### src/rtl/core/nurbs_curve_point_eval_unit_macros.svh
// ----------------------------------------------------------------------------
// NURBS curve point evaluator - assertion macros
// Concurrent checks, present in simulation and empty in synthesis.
// ----------------------------------------------------------------------------
`ifndef NURBS_CURVE_POINT_EVAL_UNIT_MACROS_SVH
`define NURBS_CURVE_POINT_EVAL_UNIT_MACROS_SVH
`ifndef SYNTHESIS
// assert that prop holds at every clock edge outside reset
`define NCPE_ASSERT(name, clk, rst, prop) \
   name: assert property (@(posedge clk) disable iff (rst) prop) \
      else $error("ncpe assertion failed");
// assert that cond never holds outside reset
`define NCPE_NEVER(name, clk, rst, cond) \
   name: assert property (@(posedge clk) disable iff (rst) !(cond)) \
      else $error("ncpe forbidden condition");
`else
`define NCPE_ASSERT(name, clk, rst, prop)
`define NCPE_NEVER(name, clk, rst, cond)
`endif
`endif

### src/rtl/core/ncpe_pkg.sv
// ----------------------------------------------------------------------------
// NURBS curve point evaluator - shared package
// Word types, codes and sizes used across the evaluator.
// ----------------------------------------------------------------------------
`default_nettype none

package ncpe_pkg;

   localparam int MaxDegree = 3;
   localparam int MaxPoints = 64;
   localparam int KnotDepth = MaxPoints + MaxDegree + 1;

   localparam int KnotW    = 24;
   localparam int CoordW   = 32;
   localparam int WeightW  = 16;
   localparam int SlotW    = 7;
   localparam int KnotIdxW = $clog2(KnotDepth);
   localparam int PtIdxW   = $clog2(MaxPoints);
   localparam int DegW     = 2;
   localparam int CountW   = 7;
   localparam int CsrIdxW  = 1;
   localparam int CsrDataW = 7;

   localparam int DivW     = 64;
   localparam int DvsW     = 32;
   localparam int DivCntW  = $clog2(DivW);

   localparam logic [CsrIdxW-1:0] CSR_DEGREE = 1'b0;
   localparam logic [CsrIdxW-1:0] CSR_COUNT  = 1'b1;

   typedef enum logic [1:0] {
      OP_KNOT  = 2'd0,
      OP_POINT = 2'd1,
      OP_EVAL  = 2'd2,
      OP_NONE  = 2'd3
   } opcode_type;

   typedef enum logic [1:0] {
      STAT_OK     = 2'd0,
      STAT_ZERO_W = 2'd1,
      STAT_SAT    = 2'd2
   } status_type;

   typedef struct packed {
      logic [1:0]               opcode;
      logic [SlotW-1:0]         slot;
      logic [KnotW-1:0]         param_value;
      logic signed [CoordW-1:0] coord_x;
      logic signed [CoordW-1:0] coord_y;
      logic signed [CoordW-1:0] coord_z;
      logic [WeightW-1:0]       point_weight;
   } req_type;

   typedef struct packed {
      logic signed [CoordW-1:0] pos_x;
      logic signed [CoordW-1:0] pos_y;
      logic signed [CoordW-1:0] pos_z;
      status_type               status;
   } rsp_type;

   typedef struct packed {
      logic                   start;
      logic signed [DivW-1:0] dividend;
      logic signed [DvsW-1:0] divisor;
   } div_req_type;

   typedef struct packed {
      logic                   busy;
      logic                   done;
      logic signed [DivW-1:0] quotient;
   } div_rsp_type;

   typedef enum logic [4:0] {
      S_IDLE, S_RD_HI, S_RD_LO, S_CLAMP, S_PROBE, S_CMP, S_LR_RD, S_LR_CAP,
      S_TRI_DEN, S_TRI_MUL1, S_TRI_GO1, S_TRI_W1, S_TRI_MUL2, S_TRI_GO2,
      S_TRI_W2, S_TRI_NEXT, S_PT_RD, S_WN_MUL, S_WN_SHIFT, S_MX, S_MY, S_MZ,
      S_AZ, S_FIN, S_FGO, S_FW, S_DONE
   } state_type;

endpackage

`default_nettype wire

### src/rtl/core/ncpe_div.sv
// ----------------------------------------------------------------------------
// NURBS curve point evaluator - signed divider
// Restoring divider, one quotient bit a cycle, truncates toward zero.
// ----------------------------------------------------------------------------
`default_nettype none

module ncpe_div (
   input  wire                       clock,
   input  wire                       reset,
   input  wire ncpe_pkg::div_req_type div_req,
   output ncpe_pkg::div_rsp_type     div_rsp
);

   localparam int W = ncpe_pkg::DivW;
   localparam int D = ncpe_pkg::DvsW;

   logic                         busy_ff, busy_in;
   logic                         done_ff, done_in;
   logic [ncpe_pkg::DivCntW-1:0] cnt_ff, cnt_in;
   logic [W-1:0]                 quo_ff, quo_in;
   logic [D-1:0]                 rem_ff, rem_in;
   logic [D-1:0]                 dvs_ff, dvs_in;
   logic                         neg_ff, neg_in;
   logic [D:0]                   rem_sh;
   logic [D+1:0]                 diff;

   always_comb begin
      busy_in = busy_ff;
      done_in = 1'b0;
      cnt_in  = cnt_ff;
      quo_in  = quo_ff;
      rem_in  = rem_ff;
      dvs_in  = dvs_ff;
      neg_in  = neg_ff;
      rem_sh  = {rem_ff, quo_ff[W-1]};
      diff    = {1'b0, rem_sh} - {2'b00, dvs_ff};
      if (div_req.start) begin
         // load magnitudes, remember the sign of the quotient
         busy_in = 1'b1;
         cnt_in  = '0;
         rem_in  = '0;
         quo_in  = div_req.dividend[W-1] ? W'(-div_req.dividend) : W'(div_req.dividend);
         dvs_in  = div_req.divisor[D-1] ? D'(-div_req.divisor) : D'(div_req.divisor);
         neg_in  = div_req.dividend[W-1] ^ div_req.divisor[D-1];
      end else if (busy_ff) begin
         if (!diff[D+1]) begin
            rem_in = diff[D-1:0];
            quo_in = {quo_ff[W-2:0], 1'b1};
         end else begin
            rem_in = rem_sh[D-1:0];
            quo_in = {quo_ff[W-2:0], 1'b0};
         end
         cnt_in = cnt_ff + 1'b1;
         if (cnt_ff == ncpe_pkg::DivCntW'(W - 1)) begin
            busy_in = 1'b0;
            done_in = 1'b1;
         end
      end
   end

   always_ff @(posedge clock) begin
      if (reset) begin
         busy_ff <= 1'b0;
         done_ff <= 1'b0;
      end else begin
         busy_ff <= busy_in;
         done_ff <= done_in;
      end
   end

   always_ff @(posedge clock) begin
      cnt_ff <= cnt_in;
      quo_ff <= quo_in;
      rem_ff <= rem_in;
      dvs_ff <= dvs_in;
      neg_ff <= neg_in;
   end

   assign div_rsp.busy     = busy_ff;
   assign div_rsp.done     = done_ff;
   assign div_rsp.quotient = neg_ff ? -$signed(quo_ff) : $signed(quo_ff);

endmodule

`default_nettype wire

### config.mk
export PLATFORM = sky130hd
export DESIGN_NAME = ncpe_div
export DESIGN_NICKNAME = d
export VERILOG_FILES = /design/src/rtl/core/nurbs_curve_point_eval_unit_macros.svh /design/src/rtl/core/ncpe_pkg.sv /design/src/rtl/core/ncpe_div.sv
export SDC_FILE = /design/constraint.sdc
export NUM_CORES = 1
export LEC_CHECK = 0
export ABC_AREA = 1
export BUFFER_PORTS_ARGS = -buffer_cell sky130_fd_sc_hd__clkbuf_2
export CELL_PAD_IN_SITES_DETAIL_PLACEMENT = 1
export CELL_PAD_IN_SITES_GLOBAL_PLACEMENT = 1
export CORE_UTILIZATION = 29
export CTS_BUF_LIST = sky130_fd_sc_hd__clkbuf_4
export DETAILED_ROUTE_END_ITERATION = 6
export HOLD_SLACK_MARGIN = 0.1
export PLACE_DENSITY_LB_ADDON = 0.25
export SLEW_MARGIN = 5
export SYNTH_ARGS = -nofsm -noshare
export SYNTH_HDL_FRONTEND = slang
export SYNTH_SLANG_ARGS = --single-unit
### constraint.sdc
create_clock -name clock -period 4.2 [get_ports clock]
set_input_delay 0.21 -clock clock [delete_from_list [all_inputs] [get_ports clock]]
set_output_delay 0.21 -clock clock [all_outputs]
set_load 0.02 [all_outputs]
==> flow_summary.ini <==
[outcome]
outcome = complete, no violations

[logic_synthesis]
synth_top_area_share_pct = 21.6
yosysTopAreaCell = edfxtp_1
synth_compound_area_share_pct = 6.76
synth_xor_area_share_pct = 7.92
synth_area_um2 = 13500
ys_seq_area_share_pct = 27.5
syn_nets = 2317
synth_cell_type_count = 49
synth_edf_count = 97
synth.mux.area_fraction_pct = 0
ys_async_sr_fraction_pct = 0
synth_fa_ha_area_share_pct = 3.49
ys_ff_latch = 137
synthCells = 2181
synth_ff_type = edfxtp_1
synth_top_family_by_area = simple AND/OR/NAND/NOR gates
avgSynthCellArea_um2 = 6.19
ys.warnings.count = 0
netlist_top_cells_area = edfxtp_1 22%, nand2_1 20%, inv_1 8.9%
synth.most_common_cell = nand2_1
synth_common_cells = 720 x nand2_1, 320 x inv_1, 254 x nor2_1
synth-simple-area-share_pct = 43.0

[global_route]
grt_max_degree = 78
grt_remaining_overflow = 0
grt_usage_pct = 24.0
grt_pass1_wl_um = 87500
antenna_found_initial = 2
grt_pass1_vias = 15300

[power_and_ir_drop]
switching_share_pct = 41.2
seq_power_share_pct = 41.6
p_clk_share_pct = 24.8
total_power_uw = 4100
power.switching_uw = 1690
p_leak_uw = 0.00766
vdd_drop_max_v = 0.000153
p_int_uw = 2410
p_comb_share_pct = 33.6
powerDensity_nw_per_um2 = 257

[drt]
drtIter0Drc = 1026
drc = 0
vias = 15000
viasPerCell = 4.96
wl_per_cell_um = 18.6
antenna_left = 0
drt_pass1_iterations = 5
wirelength_um = 56100

[sta]
finalCritPeriodShare_pct = 75.0
drv_slew = 0
finalSetupViolations = 0
relSlewSlack_pct = 38.8
rsz0062_at_grt = no
hold_viol = 0
tns_ps = 0
holdWs_ps = 133
final.min_clock_period_ps = 3150
finClkSkew_ps = 27.4
fmax_mhz = 317
worst_pin_slew_ps = 917

[placement]
gp_congestion = 0.915
numPortBuffers = 164
dp_hpwl_um = 45200

[layout]
fillerInstances = 6103
drive_gt1_share_pct = 11.3
fin_nets = 2537
area_growth_pct = 18.4

[floorplan]
start_util_pct = 29.5
num_rows = 78
io_pins = 165
die_width_um = 218
core_area_um2 = 45700
die_y_um = 218
die_area_um2 = 47400

[cts]
cts.repair.resized = 0
cts_buffer_depth = 2
cts_buffers = 17
clockRootBuffer = clkbuf_4
clk_pin_slew_ps = 150
cts_tree = done
cts_sinks = 137
clk_latency_ps = 620
postCtsSetupBuffers = 0
cts_htree_levels = 4

[run]
drv_cap = 0

[worst_setup_path]
crit_path_start_kind = flop
crit_fanout = 53
crit_type = reg -> out
end_kind = primary output
crit_arrival_ps = 2940
required_ps = 3990

[worst_hold_path]
hold_path_class = in -> reg
[sequential cells by signal (all words and copies together) (netlist names)]
register / count
neg_ff: 1
cnt_ff: 6
quo_ff: 64
rem_ff: 32
dvs_ff: 32
done_ff: 1
busy_ff: 1
[kinds of logic (layout without fill, tap and decap cells)]
group,after synthesis,after routing
and+or+nand+nor,1336,1336
buffers and inverters,381,614
DFF,137,137
AOI/OAI and AO/OA,168,168
other,0,1
adders and majority gates,37,37
xor gates and xnor gates,122,122
[placed cells by master (no fill, tap or decap), types with 3 or more instances in the layout]
| cell | instances |
|---|---|
| inv_2 | 10 |
| nand3b_1 | 17 |
| dlygate4sd3_1 | 80 |
| nand3_2 | 5 |
| and2_1 | 3 |
| o211ai_1 | 7 |
| o21ai_1 | 27 |
| nor3_1 | 27 |
| a31oi_1 | 7 |
| nor2_2 | 13 |
| clkbuf_2 | 163 |
| xor2_1 | 87 |
| inv_6 | 3 |
| nor3b_1 | 7 |
| nand4_1 | 61 |
| inv_1 | 318 |
| nor4_1 | 4 |
| nand3_1 | 189 |
| a21oi_1 | 29 |
| nor2_1 | 253 |
| xnor2_1 | 35 |
| ha_1 | 36 |
| a21oi_2 | 3 |
| inv_8 | 5 |
| o21ai_0 | 85 |
| nor2_4 | 10 |
| nand2_1 | 720 |
| or2_2 | 5 |
| clkbuf_4 | 17 |
| nand2_2 | 13 |
| dfxtp_1 | 40 |
| buf_4 | 10 |
| nand2_4 | 3 |
| edfxtp_1 | 97 |
[final timing paths]
kind         depth (start not counted)                       to  slack, ps                      from
max                                  5              div_rsp[44]       1050          neg_ff$_DFFE_PP_
min                                  3     quo_ff[21]$_DFFE_PP_        130               div_req[53]
max reg2reg                         10      quo_ff[0]$_DFFE_PP_       1450  dvs_ff[31]$_SDFFCE_PN0P_
min reg2reg                          2  rem_ff[20]$_SDFFE_PP0P_        480   rem_ff[20]$_SDFFE_PP0P_
[power by group through the flow]
stage / Combinational [µW] / Clock (µW) / Sequential [µW]
global placement: 1280 / 0 / 1730
global route: 1510 / 1090 / 1720
CTS: 1370 / 1050 / 1710
floorplan: 839 / 0 / 1680
detailed placement: 1300 / 0 / 1740
finish: 1380 / 1020 / 1710
[stage by stage]
step / cells / worst slack, ps / utilization (%) / area, µm²
after floorplan: 2181 / 1200 / - / 13500
after global placement: 2902 / 1520 / 32.5 / 14800
after detailed placement: 2902 / 1440 / 32.5 / 14800
after CTS: 3014 / 940 / 35.0 / 16000
after global routing: 3015 / 832 / 35.0 / 16000
final: 3015 / 1050 / 35.0 / 16000
[layout make-up]
cell class / count / area [µm²] / area share, %
Inverter: 329 / 1230 / 7.73
Timing Repair Buffer: 253 / 1690 / 10.6
Antenna cell: 1 / 2.50 / 0.0157
Clock buffer: 17 / 128 / 0.799
Tap cell: 600 / 751 / 4.70
Multi-Input combinational cell: 1663 / 8250 / 51.7
Clock inverter: 15 / 199 / 1.25
Sequential cell: 137 / 3710 / 23.2
[worst max-delay path, stage by stage (launching register included)]
cell      delay, ps
edfxtp_1        350
buf_4           460
inv_1           590
a21oi_1         540
xor2_1          190
clkbuf_2        190
[layer usage]
layer | global-route usage [%] | part of all wire (%)
met5 | 0 | 0
met4 | 6.76 | 2.1
met3 | 2.04 | 5.0
met2 | 36.8 | 43
met1 | 35.7 | 50
[what timing repair did]
action	in CTS	in global routing
endpoints found under the hold margin	78	0
hold buffers	80	0
endpoints found under the setup margin	0	0
No activity file was read; power rests on OpenSTA's default activity.
