`config.mk`:
```
export PLATFORM = sky130hd
export DESIGN_NAME = ncpe_front
export DESIGN_NICKNAME = d
export VERILOG_FILES = /design/src/rtl/core/ncpe_pkg.sv /design/src/rtl/core/ncpe_front.sv
export VERILOG_INCLUDE_DIRS = /design/src /design/src/rtl/core
export SDC_FILE = /design/constraint.sdc
export NUM_CORES = 1
export LEC_CHECK = 0
export BUFFER_PORTS_ARGS = -buffer_cell sky130_fd_sc_hd__clkbuf_2
export CAP_MARGIN = 0
export CORE_ASPECT_RATIO = 1.1
export CORE_MARGIN = 2
export CORE_UTILIZATION = 45
export DETAILED_ROUTE_END_ITERATION = 7
export GPL_ROUTABILITY_DRIVEN = 0
export PLACE_DENSITY = 0.69
export REMOVE_ABC_BUFFERS = 1
export SYNTH_ARGS = -nofsm -noshare
export SYNTH_HDL_FRONTEND = slang
export SYNTH_SLANG_ARGS = --single-unit
```
`constraint.sdc`:
```
create_clock -name clock -period 14.6 [get_ports clock]
set_input_delay 1.46 -clock clock [delete_from_list [all_inputs] [get_ports clock]]
set_output_delay 1.46 -clock clock [all_outputs]
set_load 0.01 [all_outputs]
```
`src/rtl/core/nurbs_curve_point_eval_unit_macros.svh`:
```
// ----------------------------------------------------------------------------
// NURBS curve point evaluator - assertion macros
// Concurrent checks, present in simulation and empty in synthesis.
// ----------------------------------------------------------------------------
`ifndef NURBS_CURVE_POINT_EVAL_UNIT_MACROS_SVH
`define NURBS_CURVE_POINT_EVAL_UNIT_MACROS_SVH
`ifndef SYNTHESIS
// assert that prop holds at every clock edge outside reset
`define NCPE_ASSERT(name, clk, rst, prop) \
   name: assert property (@(posedge clk) disable iff (rst) prop) \
      else $error("ncpe assertion failed");
// assert that cond never holds outside reset
`define NCPE_NEVER(name, clk, rst, cond) \
   name: assert property (@(posedge clk) disable iff (rst) !(cond)) \
      else $error("ncpe forbidden condition");
`else
`define NCPE_ASSERT(name, clk, rst, prop)
`define NCPE_NEVER(name, clk, rst, cond)
`endif
`endif

```
`src/rtl/core/ncpe_pkg.sv`:
```
// ----------------------------------------------------------------------------
// NURBS curve point evaluator - shared package
// Word types, codes and sizes used across the evaluator.
// ----------------------------------------------------------------------------
`default_nettype none

package ncpe_pkg;

   localparam int MaxDegree = 3;
   localparam int MaxPoints = 64;
   localparam int KnotDepth = MaxPoints + MaxDegree + 1;

   localparam int KnotW    = 24;
   localparam int CoordW   = 32;
   localparam int WeightW  = 16;
   localparam int SlotW    = 7;
   localparam int KnotIdxW = $clog2(KnotDepth);
   localparam int PtIdxW   = $clog2(MaxPoints);
   localparam int DegW     = 2;
   localparam int CountW   = 7;
   localparam int CsrIdxW  = 1;
   localparam int CsrDataW = 7;

   localparam int DivW     = 64;
   localparam int DvsW     = 32;
   localparam int DivCntW  = $clog2(DivW);

   localparam logic [CsrIdxW-1:0] CSR_DEGREE = 1'b0;
   localparam logic [CsrIdxW-1:0] CSR_COUNT  = 1'b1;

   typedef enum logic [1:0] {
      OP_KNOT  = 2'd0,
      OP_POINT = 2'd1,
      OP_EVAL  = 2'd2,
      OP_NONE  = 2'd3
   } opcode_type;

   typedef enum logic [1:0] {
      STAT_OK     = 2'd0,
      STAT_ZERO_W = 2'd1,
      STAT_SAT    = 2'd2
   } status_type;

   typedef struct packed {
      logic [1:0]               opcode;
      logic [SlotW-1:0]         slot;
      logic [KnotW-1:0]         param_value;
      logic signed [CoordW-1:0] coord_x;
      logic signed [CoordW-1:0] coord_y;
      logic signed [CoordW-1:0] coord_z;
      logic [WeightW-1:0]       point_weight;
   } req_type;

   typedef struct packed {
      logic signed [CoordW-1:0] pos_x;
      logic signed [CoordW-1:0] pos_y;
      logic signed [CoordW-1:0] pos_z;
      status_type               status;
   } rsp_type;

   typedef struct packed {
      logic                   start;
      logic signed [DivW-1:0] dividend;
      logic signed [DvsW-1:0] divisor;
   } div_req_type;

   typedef struct packed {
      logic                   busy;
      logic                   done;
      logic signed [DivW-1:0] quotient;
   } div_rsp_type;

   typedef enum logic [4:0] {
      S_IDLE, S_RD_HI, S_RD_LO, S_CLAMP, S_PROBE, S_CMP, S_LR_RD, S_LR_CAP,
      S_TRI_DEN, S_TRI_MUL1, S_TRI_GO1, S_TRI_W1, S_TRI_MUL2, S_TRI_GO2,
      S_TRI_W2, S_TRI_NEXT, S_PT_RD, S_WN_MUL, S_WN_SHIFT, S_MX, S_MY, S_MZ,
      S_AZ, S_FIN, S_FGO, S_FW, S_DONE
   } state_type;

endpackage

`default_nettype wire

```
`src/rtl/core/ncpe_front.sv`:
```
// ----------------------------------------------------------------------------
// NURBS curve point evaluator - front end
// Takes request words, drops those that do nothing, queues the rest.
// ----------------------------------------------------------------------------
`default_nettype none
`include "nurbs_curve_point_eval_unit_macros.svh"

module ncpe_front (
   input  wire                   clock,
   input  wire                   reset,
   input  wire                   req_valid,
   output logic                  req_ready,
   input  wire ncpe_pkg::req_type req_data,
   output logic                  q_valid,
   input  wire                   q_ready,
   output ncpe_pkg::req_type     q_data
);

   ncpe_pkg::req_type    fifo_ff [2];
   logic                 wr_ptr_ff, wr_ptr_in;
   logic                 rd_ptr_ff, rd_ptr_in;
   logic [1:0]           cnt_ff, cnt_in;
   logic                 keep;
   logic                 push;
   logic                 pop;
   ncpe_pkg::opcode_type op;

   always_comb begin
      op   = ncpe_pkg::opcode_type'(req_data.opcode);
      keep = 1'b0;
      unique case (op)
         ncpe_pkg::OP_KNOT:  keep = (req_data.slot < ncpe_pkg::SlotW'(ncpe_pkg::KnotDepth));
         ncpe_pkg::OP_POINT: keep = (req_data.slot < ncpe_pkg::SlotW'(ncpe_pkg::MaxPoints));
         ncpe_pkg::OP_EVAL:  keep = 1'b1;
         default:            keep = 1'b0;
      endcase
   end

   assign req_ready = (cnt_ff != 2'd2);
   assign push      = req_valid && req_ready && keep;
   assign q_valid   = (cnt_ff != 2'd0);
   assign pop       = q_valid && q_ready;
   assign q_data    = fifo_ff[rd_ptr_ff];

   always_comb begin
      wr_ptr_in = push ? !wr_ptr_ff : wr_ptr_ff;
      rd_ptr_in = pop ? !rd_ptr_ff : rd_ptr_ff;
      cnt_in    = cnt_ff + {1'b0, push} - {1'b0, pop};
   end

   always_ff @(posedge clock) begin
      if (reset) begin
         wr_ptr_ff <= 1'b0;
         rd_ptr_ff <= 1'b0;
         cnt_ff    <= 2'd0;
      end else begin
         wr_ptr_ff <= wr_ptr_in;
         rd_ptr_ff <= rd_ptr_in;
         cnt_ff    <= cnt_in;
      end
   end

   always_ff @(posedge clock) begin
      if (push) begin
         fifo_ff[wr_ptr_ff] <= req_data;
      end
   end

   `NCPE_ASSERT(a_fifo_empty_ptrs, clock, reset, (cnt_ff == 2'd0) |-> (wr_ptr_ff == rd_ptr_ff))
   `NCPE_ASSERT(a_fifo_full_ptrs, clock, reset, (cnt_ff == 2'd2) |-> (wr_ptr_ff == rd_ptr_ff))
   `NCPE_NEVER(a_fifo_push_full, clock, reset, push && (cnt_ff == 2'd2))

endmodule

`default_nettype wire

```
==> flow_summary_export.csv, run 1 <==
group,metric,value,unit
outcome,outcome,"complete, no violations",
synth,synth_edf_count,290,
cts,postCtsSetupRepairBufs,0,
synth,yosys.area_share.simple,0.701,%
placed_design,dp.cells,1069,
sta,finalMaxSlewViolations,0,
setup_path,crit_end,"q_data[137]",
synth,synth.mux.area_fraction,15.4,%
global_routing,grt_max_degree,80,
detailed_routing,via_count,5470,
synth,async_flop_share,0,%
setup_path,crit_required,13140,ps
synth,synth_adder_area_share,0.234,%
sta,tightest_slew,1090,ps
global_routing,grt_use_total,15.2,%
synth,ys_types,21,
synth,yosysSeqAreaShare,82.3,%
finish,instances_no_fill,1123,
power_and_ir_drop,combPwrFrac,20.9,%
hold_path,hp-class,"register to register",
global_routing,antenna_found_initial,2,
global_routing,grt_use_met2,25.8,%
sta,whs,510,ps
setup_path,critical_path_class,"register to primary output",
finish,final_cell_mix,"clkbuf_2 (295), edfxtp_1 (290), mux2_2 (145), clkbuf_16 (29), clkinv_1 (8)",
power_and_ir_drop,pwr-share-seq,47.6,%
global_routing,grt_pass1_vias,5581,
power_and_ir_drop,intPower,0.00166,W
cts,cts_max_level,1,
setup_path,cp-start-kind,"register",
synth,synth.top_cell.area_share,81.3,%
setup_path,rr_worst_depth,4,
setup_path,timing.rr.end,"fifo_ff[1][137]$_DFFE_PP_",
synth,synth_top_family_by_area,"multiplexers",
synth,avgSynthCellArea,22.3,sq um
floorplan,die_area,25000,sq um
sta,finalHoldViolCount,0,
setup_path,path_max_fanout,79,
finish,final_cell_area,13400,sq um
finish,fin_util,57.0,%
floorplan,std_cell_rows,59,
placed_design,dpl-instance-area,12500,sq um
placed_design,portBuffers,295,
cts,cts_buffers,28,
synth,synth_area_leaders,"edfxtp_1 (81%), mux2_2 (15%), dfxtp_1 (0.93%), buf_2 (0.47%), buf_4 (0.35%)",
floorplan,chipHeight,166,um
detailed_routing,wl_per_cell,17.8,um
sta,max-slew-margin-rel,27.2,%
floorplan,initial_core_util,45.5,%
detailed_routing,routed_wl,20000,um
detailed_routing,initialDrtViolationCount,294,
setup_path,r2r-start,"cnt_ff[0]$_SDFF_PP0_",
synth,synth_ff_type,"edfxtp_1",
synth,yosys_register_bits,295,
global_routing,grt-ovfl-total,0,
detailed_routing,drt_pass1_iterations,4,
finish,drive_above_1_share,60.0,%
sta,setup-violations-final,0,
cts,clock_path_buffers,3,
synth,synth_area,10700,sq um
sta,fmax,224,MHz
run,maxCapViolCount,0,
detailed_routing,ant_nets,0,
finish,layout.nets,945,
power_and_ir_drop,powerDensity,166,nW/um^2
floorplan,die-width,151,um
setup_path,r2r_setup_slack,11990,ps
cts,clkTransAtPathRegs,60,ps
cts,cts.sinks,295,
sta,fin_tns_setup,0,ps
detailed_routing,post_drt_via_cell_ratio,4.87,
setup_path,critical_path_arrival,3010,ps
power_and_ir_drop,p_clk_share,31.5,%
synth,synthXorXnorAreaFrac,0.164,%
cts,cts_tree,"yes",
placed_design,dp_hpwl,13000,um
power_and_ir_drop,switching_share,25.4,%
power_and_ir_drop,irDropWorstVdd,0.000119,V
sta,fin_worst_skew,8.29,ps
finish,final_common_cell,"clkbuf_2",
sta,period_share,30.6,%
synth,synth_compound_area_share,0.257,%
setup_path,endpoint_kind,"primary output",
global_routing,busiest_layer,"met2",
power_and_ir_drop,p_sw,0.000566,W
global_routing,grt_pass1_wl,29600,um
synth,netlist_instances,480,
global_routing,gr-usage-met1,17.9,%
cts,cts_root_buffer,"clkbuf_16",
power_and_ir_drop,p_leak,5.00,nW
floorplan,io_pins,296,
cts,cts_resized,0,
sta,min_period,4470,ps
synth,netlist.top_cell.by_area,"edfxtp_1",
cts,clk_latency,520,ps
cts,hold_buffers,0,
finish,area_delta_synth_final,25.4,%
sta,rsz0062_at_grt,"false",
synth,yosys_warnings,0,
global_routing,use_met3,4.89,%
floorplan,core,23500,sq um
detailed_routing,remaining_drc_errors,0,
layout make-up:
type                            instances  area (sq um)
Fill cell                            1844         10100
Multi-Input combinational cell        167          1810
Antenna cell                            2          5.00
Clock inverter                         17           154
Timing Repair Buffer                  300          1510
Tap cell                              305           382
Inverter                                2          7.51
Clock buffer                           35           748
Sequential cell                       295          8810
cells in the mapped netlist, types with 2 or more instances:
library cell    n
nand2b_1        2
mux2_2        145
edfxtp_1      290
dfxtp_1         5
inv_1           2
ha_1            2
buf_2          10
nor2_1          7
buf_4           5
worst min path at each step:
stage	start	to	slack (ps)	cells after the start
after floorplan	rd_ptr_ff$_SDFFE_PP0P_	register	480	2
after global placement	rd_ptr_ff$_SDFFE_PP0P_	register	490	2
after detailed placement	rd_ptr_ff$_SDFFE_PP0P_	register	500	2
after CTS	rd_ptr_ff$_SDFFE_PP0P_	register	510	2
after global routing	rd_ptr_ff$_SDFFE_PP0P_	register	570	2
final	rd_ptr_ff$_SDFFE_PP0P_	register	510	2
flip-flops by register name, indices dropped and copies added (netlist names), named ones only:
register	count
fifo_ff	290
wr_ptr_ff	1
rd_ptr_ff	1
cnt_ff	2
worst max-delay path: stages, from the launching register on:
cell	delay, ps
dfxtp_4	1020
buf_4	830
mux2_2	430
clkbuf_2	130
metal layers:
| layer | up-vias | part of all wire (%) |
|---|---|---|
| met3 | 35 | 9.0 |
| met1 | 2653 | 37 |
| met5 | - | 0 |
| met2 | 228 | 51 |
| met4 | 0 | 2.9 |
| li1 | 2554 | - |
kinds of logic (layout without fill, tap and decap cells):
logic type                 count (synthesis)  after routing
DFF                                      295            295
muxes                                    146            146
buffers and inverters                     18            354
and+or+nand+nor                           14             14
AOI/OAI and AO/OA                          3              3
adders and majority gates                  2              2
xor gates and xnor gates                   2              2
other                                      0              2
power groups by stage:
stage	Sequential [W]	Combinational (W)	Clock [W]
after floorplan	0.00110	0.000289	0
after global placement	0.00108	0.000470	0
after detailed placement	0.00108	0.000471	0
after CTS	0.00106	0.000474	0.000722
after global routing	0.00107	0.000501	0.000754
final	0.00106	0.000464	0.000701
metrics by stage:
step / worst slack (ps) / power (W)
final: 10130 / 0.00222
after CTS: 10000 / 0.00226
after detailed placement: 10540 / 0.00155
after global placement: 10540 / 0.00155
after floorplan: 5970 / 0.00139
after global routing: 9890 / 0.00233
Power figures use the tool's default switching activity.
==> run 2, diff against run 1 <==
--- a/config.mk
+++ b/config.mk
@@ -6,6 +6,7 @@
 export SDC_FILE = /design/constraint.sdc
 export NUM_CORES = 1
 export LEC_CHECK = 0
+export ABC_AREA = 1
 export BUFFER_PORTS_ARGS = -buffer_cell sky130_fd_sc_hd__clkbuf_2
 export CAP_MARGIN = 0
 export CORE_ASPECT_RATIO = 1.1
@@ -13,7 +14,7 @@
 export CORE_UTILIZATION = 45
 export DETAILED_ROUTE_END_ITERATION = 7
 export GPL_ROUTABILITY_DRIVEN = 0
-export PLACE_DENSITY = 0.69
+export PLACE_DENSITY = 0.72
 export REMOVE_ABC_BUFFERS = 1
 export SYNTH_ARGS = -nofsm -noshare
 export SYNTH_HDL_FRONTEND = slang
==> constraint.sdc (replaced) <==
create_clock -name clock -period 3.7 [get_ports clock]
set_input_delay 0.37 -clock clock [delete_from_list [all_inputs] [get_ports clock]]
set_output_delay 0.37 -clock clock [all_outputs]
set_load 0.01 [all_outputs]
==> run 2 against run 1 <==
Against the previous run:
- hold slack got worse by 480 ps
- global-route usage up 0.82 points
- critical path type unchanged
- synthesized area up 2.0%
==> flow_summary_export.csv, run 2 <==
group,metric,value,unit
synth,synth_top_family_by_area,"multiplexers",
setup_path,endpoint_kind,"primary output",
synth,synthXorXnorAreaFrac,0.0802,%
global_routing,grt_use_total,16.0,%
global_routing,grt_pass1_vias,5999,
floorplan,die_area,25500,sq um
floorplan,std_cell_rows,59,
floorplan,core,23800,sq um
floorplan,chipHeight,167,um
power_and_ir_drop,p_leak,5.49,nW
cts,clk_latency,540,ps
synth,synth.top_cell.area_share,79.7,%
finish,layout.nets,1008,
synth,synth_edf_count,290,
setup_path,crit_chain,"buf_12 > mux2_2 > clkbuf_2",
floorplan,io_pins,296,
finish,final_common_cell,"clkbuf_2",
detailed_routing,post_drt_via_cell_ratio,4.86,
detailed_routing,ant_nets,0,
detailed_routing,wl_met3,1460,um
placed_design,dp.cells,1082,
finish,instances_no_fill,1186,
sta,fin_tns_setup,0,ps
detailed_routing,routed_wl,21000,um
power_and_ir_drop,total_power,0.00889,W
setup_path,critical_path_arrival,2360,ps
synth,netlist_instances,491,
detailed_routing,routed.top_layer,"met5",
finish,area_delta_synth_final,30.7,%
synth,synth_top_cells_by_count,"edfxtp_1 (290), mux2_2 (95), mux2_4 (50)",
floorplan,initial_core_util,45.9,%
global_routing,grt_max_degree,84,
synth,synth.mux.area_fraction,16.7,%
detailed_routing,remaining_drc_errors,0,
sta,min_period,2730,ps
synth,synth_area_leaders,"edfxtp_1 (80%), mux2_2 (9.8%), mux2_4 (6.9%), dfxtp_1 (0.92%), buf_6 (0.72%)",
cts,cts.sinks,295,
synth,ys_types,16,
power_and_ir_drop,irDropWorstVdd,0.000500,V
synth,yosys_register_bits,295,
cts,clkTransAtPathRegs,60,ps
sta,whs,26.8,ps
synth,synth_ff_type,"edfxtp_1",
setup_path,critPathBufInv,2,
finish,final_cell_area,14300,sq um
finish,largest_register_ffs,290,
placed_design,dp_hpwl,13400,um
setup_path,crit_required,3330,ps
detailed_routing,via_count,5762,
global_routing,antenna_found_initial,2,
detailed_routing,initialDrtViolationCount,271,
floorplan,die-width,153,um
cts,cts_tree,"yes",
hold_path,hp-class,"input pin to register",
cts,cts_resized,0,
synth,yosys.area_share.simple,0.584,%
synth,synth_compound_area_share,0.344,%
sta,period_share,73.8,%
setup_path,slowest_stage,"dfxtp_4",
cts,clock_path_buffers,3,
cts,cts_root_buffer,"clkbuf_16",
detailed_routing,wl_per_cell,17.7,um
synth,synth_adder_area_share,0.229,%
placed_design,dpl-instance-area,12800,sq um
setup_path,cp-start-kind,"register",
finish,fillCellCount,1798,
synth,yosys_warnings,0,
setup_path,critical_path_class,"register to primary output",
cts,cts_max_level,1,
setup_path,crit_family,"flip-flops",
setup_path,path_max_fanout,58,
finish,top_regs,"fifo_ff (290), cnt_ff (2)",
synth,avgSynthCellArea,22.2,sq um
sta,fin_worst_skew,19.9,ps
finish,top_register,"fifo_ff",
detailed_routing,drt_pass1_iterations,4,
sta,max-slew-margin-rel,42.0,%
sta,finalMaxSlewViolations,0,
synth,async_flop_share,0,%
synth,synthMostInstantiatedCell,"edfxtp_1",
synth,netlist.top_cell.by_area,"edfxtp_1",
global_routing,grt-ovfl-total,0,
sta,fmax,366,MHz
power_and_ir_drop,powerDensity,623,nW/um^2
cts,cts_buffers,30,
sta,finalHoldViolCount,0,
synth,yosysSeqAreaShare,80.7,%
setup_path,slowest_delay,790,ps
detailed_routing,wl_met1,8310,um
placed_design,portBuffers,295,
global_routing,grt_pass1_wl,32500,um
synth,synth_area,10900,sq um
run,maxCapViolCount,0,
finish,drive_above_1_share,56.5,%
sta,rsz0062_at_grt,"false",
outcome,outcome,"complete, no violations",
sta,setup-violations-final,0,
sta,tightest_slew,871,ps
detailed_routing,route.met2.wl,10600,um
finish,final_cell_mix,"clkbuf_2 (295), edfxtp_1 (290), mux2_2 (95), mux2_4 (50), dlygate4sd3_1 (48)",
-- run 2: changes by cell type after synthesis, sizes merged, moves of 2 or more --
cell and change:
nand2 +9, nor2 -2, a21oi +4, nand2b -2, inv +7
-- run 2: cell families (layout without fill, tap and decap cells) --
| logic type | Yosys count | after routing |
|---|---|---|
| other | 0 | 1 |
| flip-flops | 295 | 295 |
| adder cells (fa/ha/maj) | 2 | 2 |
| XOR/XNOR | 1 | 1 |
| AO/OA/AOI/OAI | 7 | 7 |
| buffers and inverters | 25 | 414 |
| multiplexers | 145 | 145 |
| AND/OR/NAND/NOR | 16 | 16 |
-- run 2: through the flow --
stage,util (%),setup slack [ps]
2_1_floorplan,-,-3800
3_3_place_gp,53.7,1310
3_5_place_dp,53.7,1290
4_1_cts,59.9,957
5_1_grt,60.0,860
6_report,60.0,970
-- run 2: area by class of cell --
| cell class | instances | area, sq um | area share (%) |
|---|---|---|---|
| Inverter | 9 | 38.8 | 0.272 |
| Clock buffer | 34 | 787 | 5.51 |
| Sequential cell | 295 | 8810 | 61.7 |
| Timing Repair Buffer | 350 | 2060 | 14.4 |
| Antenna cell | 1 | 2.50 | 0.0175 |
| Multi-Input combinational cell | 171 | 1960 | 13.8 |
| Tap cell | 305 | 382 | 2.67 |
| Clock inverter | 21 | 229 | 1.60 |
-- run 2: where the power goes --
group | leakage (nW) | internal [W] | total [W] | switching [W]
Combinational | 2.29 | 0.000888 | 0.00176 | 0.000869
Clock | 0.501 | 0.00187 | 0.00306 | 0.00119
Sequential | 2.69 | 0.00395 | 0.00408 | 0.000121
-- run 2: repair_timing --
| action | CTS | global route |
|---|---|---|
| hold endpoints to repair | 84 | 6 |
| hold buffers | 45 | 3 |
| setup buffers | 0 | 0 |
| endpoints found under the setup margin | 0 | 0 |
-- run 2: metal layers --
metal	global-route usage, %	vias up
met3	4.32	40
met5	0	-
li1	-	2678
met2	27.8	228
met1	19.5	2814
met4	5.19	2
-- run 2: path summary, 6_finish.rpt --
| kind | cells after the start | to | from | slack, ps |
|---|---|---|---|---|
| setup / recovery | 3 | q_data[23] | register | 970 |
| hold / removal | 1 | fifo_ff[0][62]$_DFFE_PP_ | req_data[62] | 30 |
| setup reg to reg | 5 | fifo_ff[1][104]$_DFFE_PP_ | cnt_ff[0]$_SDFF_PP0_ | 1510 |
| hold reg to reg | 1 | register | rd_ptr_ff$_SDFFE_PP0P_ | 450 |
-- run 2: worst register-to-register path, stage by stage (launching register included) --
cell and delay, ps:
dfxtp_1 330, inv_1 60, a21boi_0 270, nand3_1 220
inv_6 530, buf_4 450
==> run 3, diff against run 2 <==
==> constraint.sdc (replaced) <==
create_clock -name clock -period 2.2 [get_ports clock]
set_input_delay 0.22 -clock clock [delete_from_list [all_inputs] [get_ports clock]]
set_output_delay 0.22 -clock clock [all_outputs]
set_load 0.01 [all_outputs]
==> run 3 against run 2 <==
Against the previous run:
- final cell count rose by 8.9%
- global-route usage rose by 1.1 points
- wire length increased by 8.5%
- via count is 8.1% higher
- critical path type unchanged
- critical endpoint is now q_data[85]
- largest cell class unchanged
- largest power group unchanged
- highest routed layer unchanged
==> flow_summary_export.csv, run 3 (synthesis results as in run 2) <==
group,metric,value,unit
finish,drive_above_1_share,50.9,%
sta,finalHoldViolCount,0,
global_routing,busiest_layer,"met2",
sta,max-slew-margin-rel,68.2,%
global_routing,grt_use_total,17.1,%
setup_path,slowest_delay,490,ps
setup_path,r2r-start,"cnt_ff[0]$_SDFF_PP0_",
cts,clkTransAtPathRegs,60,ps
cts,cts_max_level,1,
sta,finalMaxSlewViolations,0,
global_routing,grt_use_met2,31.8,%
floorplan,die_area,25500,sq um
detailed_routing,ant_nets,0,
global_routing,grt-ovfl-total,0,
floorplan,io_pins,296,
finish,final_cell_area,15200,sq um
setup_path,critical_path_class,"register to primary output",
power_and_ir_drop,combPwrFrac,22.3,%
setup_path,critical_path_arrival,1890,ps
detailed_routing,routed_wl,22700,um
power_and_ir_drop,pwr-share-seq,45.9,%
finish,layout.nets,1114,
detailed_routing,initialDrtViolationCount,240,
sta,min_period,2110,ps
sta,setup_ws,86.7,ps
global_routing,grt_max_degree,79,
setup_path,path_max_fanout,42,
run,maxCapViolCount,0,
detailed_routing,via_count,6231,
finish,largest_register_ffs,290,
setup_path,cp-start-kind,"register",
cts,cts_root_buffer,"clkbuf_16",
detailed_routing,remaining_drc_errors,0,
placed_design,dpl-instance-area,12900,sq um
hold_path,min_from,"q_ready",
global_routing,antenna_found_initial,3,
setup_path,crit_family,"flip-flops",
detailed_routing,post_drt_via_cell_ratio,4.83,
placed_design,dp_hpwl,13800,um
cts,clk_latency,540,ps
power_and_ir_drop,p_sw,0.00370,W
setup_path,slowest_stage,"dfxtp_4",
floorplan,initial_core_util,45.9,%
sta,period_share,96.1,%
setup_path,critPathBufInv,2,
placed_design,portBuffers,295,
finish,area_delta_synth_final,39.6,%
finish,final_common_cell,"clkbuf_2",
floorplan,core,23800,sq um
floorplan,std_cell_rows,59,
setup_path,crit_required,1980,ps
global_routing,use_met3,3.18,%
cts,cts_tree,"yes",
floorplan,die-width,153,um
floorplan,chipHeight,167,um
global_routing,grt_pass1_vias,6679,
finish,top_register,"fifo_ff",
finish,top_regs,"fifo_ff (290), cnt_ff (2)",
outcome,outcome,"complete, no violations",
detailed_routing,drt_pass1_iterations,4,
sta,rsz0062_at_grt,"false",
cts,clock_path_buffers,3,
setup_path,endpoint_kind,"primary output",
global_routing,gr-usage-met1,19.8,%
cts,cts.sinks,295,
finish,final_cell_mix,"clkbuf_2 (295), edfxtp_1 (290), dlygate4sd3_1 (146), mux2_2 (95), mux2_4 (50)",
power_and_ir_drop,p_leak,5.90,nW
sta,tightest_slew,477,ps
detailed_routing,wl_per_cell,17.6,um
sta,fmax,473,MHz
hold_path,hp-class,"input pin to register",
power_and_ir_drop,irDropWorstVdd,0.000739,V
sta,setup-violations-final,0,
sta,fin_worst_skew,15.1,ps
power_and_ir_drop,switching_share,25.0,%
sta,whs,52.4,ps
placed_design,preCtsSetupSlack,359,ps
global_routing,grt_pass1_wl,34700,um
power_and_ir_drop,powerDensity,969,nW/um^2
power_and_ir_drop,p_clk_share,31.8,%
cts,cts_buffers,29,
power_and_ir_drop,intPower,0.0111,W
setup_path,crit_chain,"buf_12 > mux2_2 > clkbuf_2",
## run 3: per-layer routing
metal	vias up	part of all wire (%)
li1	2894	-
met1	3031	38
met2	242	53
met3	62	5.5
met4	2	3.1
met5	-	0.057
## run 3: through the flow
step	TNS [ps]	total power [W]	instances	util, %
CTS	0	0.0149	1289	64.1
floorplan	-1429360	0.00893	475	-
global route	0	0.0154	1291	64.1
finish	0	0.0148	1291	64.1
global placement	0	0.00991	1090	54.1
detailed placement	0	0.00997	1090	54.1
## run 3: cell type report
cell class	count	area (sq um)
Antenna cell	2	5.00
Clock buffer	34	744
Clock inverter	18	164
Fill cell	1646	8520
Inverter	9	38.8
Multi-Input combinational cell	171	1960
Sequential cell	295	8810
Tap cell	305	382
Timing Repair Buffer	457	3140
## run 3: path summary, 6_finish.rpt
| check | depth (start not counted) | end | slack [ps] |
|---|---|---|---|
| min | 4 | register | 50 |
| max | 3 | q_data[85] | 90 |
| min reg2reg | 1 | register | 440 |
| max reg2reg | 9 | cnt_ff[1]$_SDFF_PP0_ | 240 |
## run 3: power groups by stage
stage	clock network [W]	logic (W)	registers (W)
after floorplan	0	0.00177	0.00716
after global placement	0	0.00302	0.00689
after detailed placement	0	0.00305	0.00692
after CTS	0.00483	0.00331	0.00678
after global routing	0.00504	0.00351	0.00681
final	0.00469	0.00330	0.00678
## run 3: worst register-to-register path, delay by kind of cell, from the launching register on
kind / cells / cell delay [ps]
flops: 1 / 350
buf+inv: 2 / 130
fa+ha+maj: 2 / 520
simple gates: 1 / 170
xor+xnor: 1 / 210
compound gates: 3 / 510
## run 3: repair_timing
item,CTS,global route
hold endpoints to repair,295,0
setup buffers,1,0
resized for setup,0,0
hold buffers,146,0
endpoints found under the setup margin,61,0
